[config.mk]
export PLATFORM = sky130hd
export DESIGN_NAME = integer_to_ascii_formatter_unit
export DESIGN_NICKNAME = d
export VERILOG_FILES = /design/src/ita_pkg.sv /design/src/integer_to_ascii_formatter_unit.sv /design/src/ita_conv.sv /design/src/ita_emit.sv
export SDC_FILE = /design/constraint.sdc
export NUM_CORES = 1
export LEC_CHECK = 0
export BUFFER_PORTS_ARGS = -buffer_cell sky130_fd_sc_hd__buf_2
export CAP_MARGIN = 25
export CORE_MARGIN = 5
export CORE_UTILIZATION = 64
export CTS_BUF_LIST = sky130_fd_sc_hd__clkbuf_4
export CTS_CLUSTER_DIAMETER = 30
export DETAILED_ROUTE_END_ITERATION = 8
export PLACE_DENSITY = 0.83
export SLEW_MARGIN = 20
export SYNTH_ARGS = -nofsm -noshare
export SYNTH_HDL_FRONTEND = slang
export SYNTH_SLANG_ARGS = --single-unit
export TNS_END_PERCENT = 10
[constraint.sdc]
create_clock -name clk_i -period 4.65 [get_ports clk_i]
set_input_delay 0.6975 -clock clk_i [delete_from_list [all_inputs] [get_ports clk_i]]
set_output_delay 0.6975 -clock clk_i [all_outputs]
set_load 0.005 [all_outputs]
[src/ita_pkg.sv]
package ita_pkg;

  localparam int unsigned ITA_NDIG  = 10;            // decimal digits of a 32-bit value
  localparam int unsigned ITA_BCD_W = 4 * ITA_NDIG;

  localparam logic [5:0] ITA_MAX_WIDTH = 6'd62;

  localparam logic [7:0] CH_ZERO  = 8'h30;
  localparam logic [7:0] CH_LOW_A = 8'h61;
  localparam logic [7:0] CH_MINUS = 8'h2d;
  localparam logic [7:0] CH_SPACE = 8'h20;
  localparam logic [7:0] CH_X     = 8'h78;

  typedef enum logic [2:0] {
    CMD_SDEC = 3'd0,
    CMD_UDEC = 3'd1,
    CMD_HEX  = 3'd2,
    CMD_PTR  = 3'd3,
    CMD_CHAR = 3'd4
  } ita_cmd_e;

  typedef enum logic [1:0] {
    CV_IDLE,
    CV_DABBLE,
    CV_NORM,
    CV_DONE
  } ita_conv_st_e;

  typedef enum logic [2:0] {
    EM_IDLE,
    EM_PFX0,
    EM_PFX1,
    EM_SIGN,
    EM_PAD,
    EM_DIG,
    EM_CHR
  } ita_emit_st_e;

  // Converted request handed from the converter to the character sequencer.
  typedef struct packed {
    ita_cmd_e               cmd;
    logic                   neg;
    logic [5:0]             wid;
    logic [3:0]             ndig;   // significant digits, digits left-aligned
    logic [ITA_BCD_W-1:0]   digits; // char kind: character in low byte
  } ita_job_t;

  function automatic logic [7:0] ita_hex_char(input logic [3:0] d);
    logic [7:0] r;
    if (d < 4'd10) begin
      r = CH_ZERO + {4'd0, d};
    end else begin
      r = CH_LOW_A + {4'd0, d} - 8'd10;
    end
    return r;
  endfunction

endpackage

[src/integer_to_ascii_formatter_unit.sv]
// Integer to ASCII formatter (printf-style %d %u %x %p %c; zero padded, %c with spaces).
// Slave stream: one request per word; tuser = command, tdata = value and field width.
// Master stream: one ASCII character per word, leftmost first; tlast marks the final
// character of a request. Commands 5..7 are taken and produce nothing.
// Two stages: a converter turns the value into digits (decimal: bit-serial BCD, one bit
// a cycle; decimal and hex: then strips leading zero digits one a cycle) and a sequencer
// sends characters one a cycle while the master side takes them. The converter takes a
// new request while the sequencer still sends the last one. Converter path: decimal
// runs dabble, strip, done; hex runs strip, done; character goes straight to done.
// The sequencer loads a ready job into its state registers when idle, then registers
// each character in the output register. A request occupies the output for its
// characters (up to 64), the sequencer passes its idle state between requests, and the
// converter's dabble and strip passes can set a floor on the time per request.
// Reset clears both stages and the output valid; no clearing pass is needed.
// A stall on the master side holds the output word; the sequencer then waits and the
// converter fills and holds its result, and the slave side keeps tready low meanwhile.
module integer_to_ascii_formatter_unit #(
  parameter logic [5:0] MAX_WIDTH = ita_pkg::ITA_MAX_WIDTH
) (
  input  logic        clk_i,
  input  logic        rst_ni,
  input  logic        s_axis_tvalid_i,
  output logic        s_axis_tready_o,
  input  logic [39:0] s_axis_tdata_i,  // [31:0] value, [37:32] width, [39:38] zero
  input  logic [2:0]  s_axis_tuser_i,  // [2:0] command
  output logic        m_axis_tvalid_o,
  input  logic        m_axis_tready_i,
  output logic [7:0]  m_axis_tdata_o,  // [7:0] out_char
  output logic        m_axis_tlast_o
);

  ita_pkg::ita_job_t job;
  logic              job_valid;
  logic              job_ready;

  ita_conv #(
    .MAX_WIDTH (MAX_WIDTH)
  ) u_conv (
    .clk_i       (clk_i),
    .rst_ni      (rst_ni),
    .in_valid_i  (s_axis_tvalid_i),
    .in_ready_o  (s_axis_tready_o),
    .cmd_i       (s_axis_tuser_i),
    .value_i     (s_axis_tdata_i[31:0]),
    .wid_i       (s_axis_tdata_i[37:32]),
    .job_valid_o (job_valid),
    .job_ready_i (job_ready),
    .job_o       (job)
  );

  ita_emit u_emit (
    .clk_i       (clk_i),
    .rst_ni      (rst_ni),
    .job_valid_i (job_valid),
    .job_ready_o (job_ready),
    .job_i       (job),
    .out_valid_o (m_axis_tvalid_o),
    .out_ready_i (m_axis_tready_i),
    .out_char_o  (m_axis_tdata_o),
    .out_last_o  (m_axis_tlast_o)
  );

endmodule

[src/ita_conv.sv]
// Bit-serial binary to BCD (shift and add 3) for decimal, then leading-zero strip one digit a cycle.
module ita_conv #(
  parameter logic [5:0] MAX_WIDTH = ita_pkg::ITA_MAX_WIDTH
) (
  input  logic                 clk_i,
  input  logic                 rst_ni,
  input  logic                 in_valid_i,
  output logic                 in_ready_o,
  input  logic [2:0]           cmd_i,
  input  logic [31:0]          value_i,
  input  logic [5:0]           wid_i,
  output logic                 job_valid_o,
  input  logic                 job_ready_i,
  output ita_pkg::ita_job_t    job_o
);

  localparam int unsigned BW = ita_pkg::ITA_BCD_W;

  ita_pkg::ita_conv_st_e state_q, state_d;
  ita_pkg::ita_cmd_e     cmd_q, cmd_d, cmd_in;
  logic                  neg_q, neg_d, neg_in;
  logic [5:0]            wid_q, wid_d;
  logic [31:0]           bin_q, bin_d;
  logic [BW-1:0]         bcd_q, bcd_d, bcd_adj;
  logic [4:0]            bitcnt_q, bitcnt_d;
  logic [3:0]            ndig_q, ndig_d;
  logic                  norm_done;

  assign cmd_in    = ita_pkg::ita_cmd_e'(cmd_i);
  assign neg_in    = (cmd_in == ita_pkg::CMD_SDEC) && value_i[31];
  assign norm_done = (ndig_q == 4'd1) || (bcd_q[BW-1 -: 4] != 4'd0);

  always_comb begin
    bcd_adj = bcd_q;
    for (int i = 0; i < ita_pkg::ITA_NDIG; i++) begin
      if (bcd_q[4*i +: 4] >= 4'd5) begin
        bcd_adj[4*i +: 4] = bcd_q[4*i +: 4] + 4'd3;
      end
    end
  end

  // next state
  always_comb begin
    state_d = state_q;
    unique case (state_q)
      ita_pkg::CV_IDLE: begin
        if (in_valid_i) begin
          case (cmd_in)
            ita_pkg::CMD_SDEC, ita_pkg::CMD_UDEC: state_d = ita_pkg::CV_DABBLE;
            ita_pkg::CMD_HEX, ita_pkg::CMD_PTR:   state_d = ita_pkg::CV_NORM;
            ita_pkg::CMD_CHAR:                    state_d = ita_pkg::CV_DONE;
            default:                              state_d = ita_pkg::CV_IDLE;
          endcase
        end
      end
      ita_pkg::CV_DABBLE: begin
        if (bitcnt_q == 5'd0) state_d = ita_pkg::CV_NORM;
      end
      ita_pkg::CV_NORM: begin
        if (norm_done) state_d = ita_pkg::CV_DONE;
      end
      ita_pkg::CV_DONE: begin
        if (job_ready_i) state_d = ita_pkg::CV_IDLE;
      end
    endcase
  end

  // outputs
  always_comb begin
    in_ready_o  = (state_q == ita_pkg::CV_IDLE);
    job_valid_o = (state_q == ita_pkg::CV_DONE);
    job_o.cmd    = cmd_q;
    job_o.neg    = neg_q;
    job_o.wid    = wid_q;
    job_o.ndig   = ndig_q;
    job_o.digits = bcd_q;
  end

  // datapath
  always_comb begin
    cmd_d    = cmd_q;
    neg_d    = neg_q;
    wid_d    = wid_q;
    bin_d    = bin_q;
    bcd_d    = bcd_q;
    bitcnt_d = bitcnt_q;
    ndig_d   = ndig_q;
    unique case (state_q)
      ita_pkg::CV_IDLE: begin
        if (in_valid_i) begin
          cmd_d    = cmd_in;
          neg_d    = neg_in;
          wid_d    = (wid_i > MAX_WIDTH) ? MAX_WIDTH : wid_i;
          bin_d    = neg_in ? (~value_i + 32'd1) : value_i;
          bitcnt_d = 5'd31;
          ndig_d   = 4'(ita_pkg::ITA_NDIG);
          if (cmd_in == ita_pkg::CMD_HEX || cmd_in == ita_pkg::CMD_PTR) begin
            bcd_d = {{(BW-32){1'b0}}, value_i};
          end else if (cmd_in == ita_pkg::CMD_CHAR) begin
            bcd_d = {{(BW-8){1'b0}}, value_i[7:0]};
          end else begin
            bcd_d = '0;
          end
        end
      end
      ita_pkg::CV_DABBLE: begin
        bcd_d    = {bcd_adj[BW-2:0], bin_q[31]};
        bin_d    = {bin_q[30:0], 1'b0};
        bitcnt_d = bitcnt_q - 5'd1;
      end
      ita_pkg::CV_NORM: begin
        if (!norm_done) begin
          bcd_d  = {bcd_q[BW-5:0], 4'd0};
          ndig_d = ndig_q - 4'd1;
        end
      end
      ita_pkg::CV_DONE: begin
      end
    endcase
  end

  always_ff @(posedge clk_i or negedge rst_ni) begin
    if (!rst_ni) begin
      state_q <= ita_pkg::CV_IDLE;
    end else begin
      state_q <= state_d;
    end
  end

  always_ff @(posedge clk_i) begin
    cmd_q    <= cmd_d;
    neg_q    <= neg_d;
    wid_q    <= wid_d;
    bin_q    <= bin_d;
    bcd_q    <= bcd_d;
    bitcnt_q <= bitcnt_d;
    ndig_q   <= ndig_d;
  end

endmodule

[src/ita_emit.sv]
// Sequencer: prefix, sign, pad, digits or char, to output reg one a cycle unless stalled.
module ita_emit (
  input  logic                 clk_i,
  input  logic                 rst_ni,
  input  logic                 job_valid_i,
  output logic                 job_ready_o,
  input  ita_pkg::ita_job_t    job_i,
  output logic                 out_valid_o,
  input  logic                 out_ready_i,
  output logic [7:0]           out_char_o,
  output logic                 out_last_o
);

  localparam int unsigned BW = ita_pkg::ITA_BCD_W;

  ita_pkg::ita_emit_st_e state_q, state_d;
  logic [BW-1:0] dig_q, dig_d;
  logic [3:0]    nd_q, nd_d;
  logic [5:0]    cnt_q, cnt_d;
  logic          is_char_q, is_char_d;
  logic          valid_q, valid_d;
  logic [7:0]    data_q, ch;
  logic          last_q, last_w;
  logic          out_free, step;
  logic [5:0]    used, pad_num, pad_chr, pad_ld;

  assign out_free = !valid_q || out_ready_i;
  assign used     = {2'd0, job_i.ndig} + {5'd0, job_i.neg};
  assign pad_num  = (job_i.wid > used) ? (job_i.wid - used) : 6'd0;
  assign pad_chr  = (job_i.wid > 6'd1) ? (job_i.wid - 6'd1) : 6'd0;
  assign pad_ld   = (job_i.cmd == ita_pkg::CMD_CHAR) ? pad_chr : pad_num;

  // next state
  always_comb begin
    state_d = state_q;
    unique case (state_q)
      ita_pkg::EM_IDLE: begin
        if (job_valid_i) begin
          case (job_i.cmd)
            ita_pkg::CMD_CHAR: state_d = (pad_chr != 6'd0) ? ita_pkg::EM_PAD : ita_pkg::EM_CHR;
            ita_pkg::CMD_PTR:  state_d = ita_pkg::EM_PFX0;
            default: begin
              if (job_i.neg)              state_d = ita_pkg::EM_SIGN;
              else if (pad_num != 6'd0)   state_d = ita_pkg::EM_PAD;
              else                        state_d = ita_pkg::EM_DIG;
            end
          endcase
        end
      end
      ita_pkg::EM_PFX0: begin
        if (out_free) state_d = ita_pkg::EM_PFX1;
      end
      ita_pkg::EM_PFX1, ita_pkg::EM_SIGN: begin
        if (out_free) state_d = (cnt_q != 6'd0) ? ita_pkg::EM_PAD : ita_pkg::EM_DIG;
      end
      ita_pkg::EM_PAD: begin
        if (out_free && cnt_q == 6'd1) begin
          state_d = is_char_q ? ita_pkg::EM_CHR : ita_pkg::EM_DIG;
        end
      end
      ita_pkg::EM_DIG: begin
        if (out_free && nd_q == 4'd1) state_d = ita_pkg::EM_IDLE;
      end
      ita_pkg::EM_CHR: begin
        if (out_free) state_d = ita_pkg::EM_IDLE;
      end
      default: state_d = ita_pkg::EM_IDLE;
    endcase
  end

  // outputs
  always_comb begin
    job_ready_o = (state_q == ita_pkg::EM_IDLE);
    step        = (state_q != ita_pkg::EM_IDLE) && out_free;
    ch          = ita_pkg::CH_ZERO;
    last_w      = 1'b0;
    unique case (state_q)
      ita_pkg::EM_IDLE: ch = ita_pkg::CH_ZERO;
      ita_pkg::EM_PFX0: ch = ita_pkg::CH_ZERO;
      ita_pkg::EM_PFX1: ch = ita_pkg::CH_X;
      ita_pkg::EM_SIGN: ch = ita_pkg::CH_MINUS;
      ita_pkg::EM_PAD:  ch = is_char_q ? ita_pkg::CH_SPACE : ita_pkg::CH_ZERO;
      ita_pkg::EM_DIG: begin
        ch     = ita_pkg::ita_hex_char(dig_q[BW-1 -: 4]);
        last_w = (nd_q == 4'd1);
      end
      ita_pkg::EM_CHR: begin
        ch     = dig_q[7:0];
        last_w = 1'b1;
      end
      default: ch = ita_pkg::CH_ZERO;
    endcase
  end

  // datapath
  always_comb begin
    dig_d     = dig_q;
    nd_d      = nd_q;
    cnt_d     = cnt_q;
    is_char_d = is_char_q;
    valid_d   = step ? 1'b1 : (out_ready_i ? 1'b0 : valid_q);
    if (state_q == ita_pkg::EM_IDLE && job_valid_i) begin
      dig_d     = job_i.digits;
      nd_d      = job_i.ndig;
      cnt_d     = pad_ld;
      is_char_d = (job_i.cmd == ita_pkg::CMD_CHAR);
    end else if (step && state_q == ita_pkg::EM_PAD) begin
      cnt_d = cnt_q - 6'd1;
    end else if (step && state_q == ita_pkg::EM_DIG) begin
      dig_d = {dig_q[BW-5:0], 4'd0};
      nd_d  = nd_q - 4'd1;
    end
  end

  always_ff @(posedge clk_i or negedge rst_ni) begin
    if (!rst_ni) begin
      state_q <= ita_pkg::EM_IDLE;
      valid_q <= 1'b0;
    end else begin
      state_q <= state_d;
      valid_q <= valid_d;
    end
  end

  always_ff @(posedge clk_i) begin
    dig_q     <= dig_d;
    nd_q      <= nd_d;
    cnt_q     <= cnt_d;
    is_char_q <= is_char_d;
    if (step) begin
      data_q <= ch;
      last_q <= last_w;
    end
  end

  assign out_valid_o = valid_q;
  assign out_char_o  = data_q;
  assign out_last_o  = last_q;

endmodule

=== After elaboration in Yosys (flattened, before gate mapping) ===
Index checks and enable logic that the tools add are counted.
Widths: inputs -> output; s select.

* Add/subtract/negate cells: 21
* Magnitude comparators: 14
* Equality and inequality tests: 30
* Muxes and demuxes: 59
* Bitwise operators: 1
* Reductions and logical operators: 36

{| class="wikitable"
|+ Operators with widths
! cell !! number
|-
| $mux 40 || 6
|-
| $pmux 40 s3 || 1
|-
| $mux 32 || 2
|-
| $pmux 32 s2 || 1
|-
| $mux 4 || 14
|-
| $ge 4x3->1 const B || 10
|-
| $pmux 8 s5 || 1
|-
| $add 4x2->4 const B || 9
|-
| $add 32x1->32 const B || 1
|-
| $not 32->32 || 1
|-
| $mux 6 || 5
|-
| $mux 3 || 8
|-
| $ne 2x1->1 const B || 9
|-
| $pmux 3 s6 || 1
|-
| $reduce_bool 6->1 || 3
|-
| $mux 8 || 2
|-
| $eq 3x2->1 const B || 5
|-
| $eq 3x3->1 const B || 5
|-
| $mux 2 || 6
|-
| $sub 6x1->6 const B || 2
|-
| $mux 5 || 2
|-
| $pmux 5 s2 || 1
|-
| $reduce_bool 2->1 || 5
|-
| $add 7x4->8 const A || 1
|-
| 36 further kinds || 60
|}

* Flip-flop bits (word level): 157
* Output and inout bits: 11
* Logic and storage cells: 177

=== Longest topological paths before layout ===
* Word-level depth: 9
* Depth in mapped cells: 9

=== By module ===
From an unflattened synthesis, not the netlist that was laid out.

* Cell total of the unflattened synthesis: 962
* Area, all modules: 9475.3 um^2

{| class="wikitable"
|+ Modules (own cells, without submodules)
! module !! instances !! cells each !! area an instance (um^2) !! sequential area each (um^2)
|-
| ita_conv || 1 || 575 || 5846.9 || 2782.7
|-
| ita_emit || 1 || 387 || 3628.5 || 1901.8
|}

=== Least setup slack after synthesis ===
Ideal clock, no wire load.

* Kind: reg-to-reg
* From: reg u_emit.state_q[2]
* To: reg u_emit.dig_q[0], enable pin
* Setup time: 0.460 ns
* Data arrival time: 3.137 ns
* Data required time: 4.190 ns
* Slack: 1.053 ns
* Cell stages (with the launch flop): 5
* Cell sequence: dfrtp_1 > clkbuf_1 > clkbuf_1 > nand3_1 > a21oi_1

* Word-level cells in the longest chain between the ends: 5
* Elaborated cells on any way between the ends: 11
* Those cells by class: 3 x eq/ne; 8 x reduce/logical

{| class="wikitable"
|+ Ends and longest elaborated chain
! element !! RTL line !! RTL
|-
| start, declared || ita_emit.sv:16 || <nowiki>ita_pkg::ita_emit_st_e state_q, state_d;</nowiki>
|-
| start signal, assigned || ita_emit.sv:117 || <nowiki>state_q <= ita_pkg::EM_IDLE;</nowiki>
|-
| start signal, assigned || ita_emit.sv:120 || <nowiki>state_q <= state_d;</nowiki>
|-
| $reduce_bool 3->1 || ita_emit.sv:74 || <nowiki>step = (state_q != ita_pkg::EM_IDLE) && out_free;</nowiki>
|-
| $logic_and 1x1->1 || ita_emit.sv:74 ||
|-
| $logic_and 1x1->1 (on tied branches) || ita_emit.sv:107, ita_emit.sv:109 ||
|-
| $ne 2x1->1 (no line) / $reduce_bool 2->1 (equally long branches) || - ||
|-
| $reduce_and 2->1 (no line) (*) || - ||
|-
| end signal, assigned || ita_emit.sv:126 || <nowiki>dig_q <= dig_d;</nowiki>
|-
| end, declared || ita_emit.sv:17 || <nowiki>logic [BW-1:0] dig_q, dig_d;</nowiki>
|}

Every way passes the cells marked *; elsewhere a longest branch is shown, timed or not.
A chain may end at the register's enable or synchronous reset.

=== Worst setup path after layout ===
* From: reg u_emit.state_q[1]
* To: reg u_emit.cnt_q[1], data pin

* Word-level cells in the longest chain between the ends: 3

{| class="wikitable"
|+ Ends and longest elaborated chain
! element !! RTL line !! RTL
|-
| $logic_not 3->1 || ita_emit.sv:102 || <nowiki>if (state_q == ita_pkg::EM_IDLE && job_valid_i) begin</nowiki>
|-
| $logic_and 1x1->1 || ita_emit.sv:102 ||
|-
| $mux 6 || ita_emit.sv:102 ||
|-
| named net u_emit.cnt_d[1] || ita_emit.sv:19 || <nowiki>logic [5:0] cnt_q, cnt_d;</nowiki>
|-
| end signal, assigned || ita_emit.sv:128 || <nowiki>cnt_q <= cnt_d;</nowiki>
|-
| end, declared || ita_emit.sv:19 ||
|}

The timed path passes the listed nets, and every way through them passes these cells.

==> flow_metrics.py <==
metrics = {
    "run_status": {
        "status": "finished, final reports clean",
    },
    "die": {
        "core-area_um2": 14500,
        "io-pin-count": 58,
        "initial_core_util": 0.651,
        "die_y_um": 131,
        "die-area_um2": 17300,
        "rows": 44,
        "die_x_um": 131,
    },
    "global_route": {
        "antenna_found_initial": 0,
        "grt_usage": 0.237,
        "grt_pass1_wl_um": 34100,
        "grt_max_degree": 74,
        "grt_overflow": 0,
        "grt_pass1_vias": 6989,
    },
    "timing": {
        "clock.fmax_mhz": 299,
        "hold_slack_ns": 0.317,
        "relSlewSlack": 0.372,
        "fin_crit_ns": 3.34,
        "setup_violations": 0,
        "worstMarginPinSlew_ns": 0.943,
        "hold_violations": 0,
        "drv_slew": 0,
        "fin_crit_sh": 0.719,
        "finalClockSkew_ns": 0.0190,
        "fin_tns_setup_ns": 0,
        "fin_ws_ns": 1.31,
        "grt_setup_unrepaired": "no",
    },
    "yosys": {
        "syn_inst": 953,
        "synth_flop_cell": "edfxtp_1",
        "synth_area_um2": 9420,
        "avgSynthCellArea_um2": 9.89,
        "syn-num-nets": 1046,
        "synth_edf_count": 151,
        "ys_types": 61,
        "ys_ff_latch": 157,
        "ys_warn_count": 0,
        "async_flop_share": 0.0382,
        "seq_area_frac_synth": 0.497,
    },
    "cts": {
        "cts_buffers": 17,
        "clkTransAtPathRegs_ns": 0.12,
        "post_cts_buffers": 0,
        "clock-sinks": 157,
        "cts_root_buf": "clkbuf_4",
        "cts_tree": "yes",
        "cts_buffer_depth": 2,
        "htreeDepth": 4,
        "clkLatencyLatePin_ns": 0.58,
    },
    "final_layout": {
        "diodes": 0,
        "drive_above_1_share": 0.113,
        "synthToLayoutAreaGrowth_pct": 7.62,
        "fin_util": 0.700,
        "finish.net_count": 1080,
    },
    "pwr": {
        "ir_drop_v": 0.000260,
        "p_int_mw": 3.86,
        "clkPwrFrac": 0.131,
        "cellLeakagePower_nw": 3.88,
        "switchingPower_mw": 2.69,
        "p_per_area_nw_per_um2": 647,
        "seqPwrFrac": 0.427,
        "p_comb_frac": 0.442,
        "swShare": 0.411,
    },
    "placed_design": {
        "routabilityCongestion": 0.869,
        "dp.final_hpwl_um": 14400,
        "pre_cts_slack_ns": 1.39,
        "numPortBuffers": 55,
    },
    "detailed_routing": {
        "postRouteWirelength_um": 20400,
        "drc": 0,
        "vias": 7305,
        "ant_nets": 0,
        "firstDrtPassIters": 5,
        "drtIter0Drc": 841,
        "wl_per_cell_um": 17.3,
        "viasPerCell": 6.17,
    },
    "critical_path": {
        "cp.required_ns": 4.96,
        "critPathMaxFanout": 73,
        "r2r-end": "u_emit.cnt_q[1]",
        "worstSetupPathType": "register to register",
        "cp_num_cells": 7,
        "crit_slowest_cell": "nor3_1",
        "critPathArrivalTime_ns": 3.65,
        "r2r_slack_ns": 1.31,
        "crit_chain": "nor3_1 -> nand2_2 -> buf_4 -> inv_1 -> o21ai_0 -> a31oi_1 -> a21oi_1",
        "endpoint_kind": "register",
        "slowest_delay_ns": 0.73,
        "crit_family": "buffers and inverters",
        "reg2reg_from": "u_emit.state_q[1]",
        "crit_buf_inv": 2,
        "reg2reg_depth": 7,
        "startpoint_type": "register",
    },
    "min_path": {
        "hp-start": "s_axis_tdata_i[35]",
        "min_path_cells": 1,
        "whs_endpoint": "u_conv.wid_q[3]",
        "hp-class": "primary input to register",
    },
    "job": {
        "cap_violations": 0,
    },
}
-- metal layers --
| layer | part of all wire | global-route usage | vias up |
|---|---|---|---|
| met5 | 0 | 0 | - |
| met4 | 0.021 | 0.0749 | 0 |
| met3 | 0.080 | 0.0443 | 43 |
| met2 | 0.48 | 0.379 | 312 |
| met1 | 0.42 | 0.332 | 3425 |
| li1 | - | - | 3525 |
-- cell usage in the layout, fill, tap and decap left out, types with 4 or more instances in the layout --
cell type / Yosys / final
or4_1: 4 / 4
xnor2_1: 46 / 46
a22o_1: 30 / 30
dfrtp_1: 6 / 6
nor2_1: 60 / 59
buf_2: 2 / 55
nand2_1: 150 / 149
nor2b_1: 8 / 8
a31oi_1: 15 / 15
nand3_1: 14 / 14
mux2_2: 6 / 6
and2_1: 4 / 4
clkbuf_4: 0 / 19
o21ai_0: 95 / 95
or3_1: 5 / 5
nor3b_1: 13 / 12
buf_4: 0 / 6
nor3_1: 19 / 19
a32o_1: 4 / 4
nand2b_1: 18 / 18
clkinv_2: 0 / 5
nand4_1: 6 / 6
xor2_1: 11 / 11
a22oi_1: 14 / 14
o31ai_1: 7 / 7
and3_1: 6 / 6
edfxtp_1: 151 / 151
mux2i_1: 10 / 10
inv_1: 56 / 56
a21oi_1: 57 / 56
ha_1: 45 / 44
-- worst register-to-register path, cell delays in order, from the launching register on --
cell and delay (ns):
dfrtp_1 0.60, nor3_1 0.73, nand2_2 0.08, buf_4 0.36
inv_1 0.73, o21ai_0 0.27, a31oi_1 0.24, a21oi_1 0.06
-- stage by stage --
stage	total power, mW	cell area, um2	instances
2_1_floorplan	4.85	9420	953
3_3_place_gp	5.50	9810	1150
3_5_place_dp	5.68	9840	1151
4_1_cts	6.54	10100	1184
5_1_grt	7.04	10100	1184
6_report	6.56	10100	1184
-- final cells by class --
class	count	area [um2]
repair buffers	63	358
fillers	1094	4340
inverters	57	214
clock inverters	13	148
multi-input cells	691	4370
well taps	184	230
flip-flops and latches	157	4680
clock buffers	19	143
-- power groups by stage --
stage / sequential (mW) / combinational, mW / clock [mW]
2_1_floorplan: 2.67 / 2.18 / 0
3_3_place_gp: 2.80 / 2.69 / 0
3_5_place_dp: 2.82 / 2.86 / 0
4_1_cts: 2.79 / 2.89 / 0.865
5_1_grt: 2.86 / 3.24 / 0.935
6_report: 2.80 / 2.90 / 0.860
-- registers in the layout, summed over array words and instances, names as in the netlist --
signal,count
u_conv.bcd_q,40
u_emit.dig_q,40
u_conv.bin_q,32
u_emit.out_char_o,8
u_conv.wid_q,6
u_emit.cnt_q,6
u_conv.bitcnt_q,5
u_conv.ndig_q,4
u_emit.nd_q,4
u_conv.cmd_q,3
u_emit.state_q,3
u_conv.state_q,2
u_conv.neg_q,1
u_emit.is_char_q,1
u_emit.out_last_o,1
u_emit.out_valid_o,1
-- logic make-up after synthesis --
| family | Yosys count | synth area share |
|---|---|---|
| flops | 157 | 0.497 |
| compound gates | 249 | 0.165 |
| buf+inv | 105 | 0.0429 |
| mux | 16 | 0.0178 |
| xor+xnor | 57 | 0.0530 |
| simple gates | 323 | 0.163 |
| fa+ha+maj | 46 | 0.0619 |
-- synthesized netlist by cell type (5+ instances only) --
cell type  number  area share
xor2_1         11       0.010
nand3_1        14      0.0074
a22oi_1        14       0.011
a22o_1         30       0.028
edfxtp_1      151        0.48
nand4_1         6      0.0040
nor2b_1         8      0.0053
o31ai_1         7      0.0056
nor3b_1        13       0.010
clkbuf_1       41       0.016
xnor2_1        46       0.043
or3_1           5      0.0033
a21oi_1        57       0.030
nor3_1         19       0.010
o21ai_0        95       0.050
nand2_1       150       0.060
mux2_2          6      0.0072
a31oi_1        15       0.010
inv_1          56       0.022
nand2b_1       18       0.012
dfrtp_1         6       0.016
ha_1           45       0.060
nor2_1         60       0.024
and3_1          6      0.0040
mux2i_1        10       0.011
-- worst max path at each step --
stage	slack, ns	end	start
3_5_place_dp	1.39	u_emit.cnt_q[1]	u_emit.state_q[1]
4_1_cts	1.36	u_emit.cnt_q[1]	u_emit.state_q[1]
5_1_grt	0.98	u_emit.cnt_q[1]	u_emit.state_q[1]
2_1_floorplan	1.05	u_emit.dig_q[0]	u_emit.state_q[2]
6_report	1.31	u_emit.cnt_q[1]	u_emit.state_q[1]
3_3_place_gp	1.46	u_emit.cnt_q[2]	u_emit.state_q[1]
-- what timing repair did --
item,4_1_cts,5_1_grt
gates resized for setup,0,0
hold endpoints to repair,6,0
hold buffers,1,0
No activity file was read; power rests on OpenSTA's default activity.
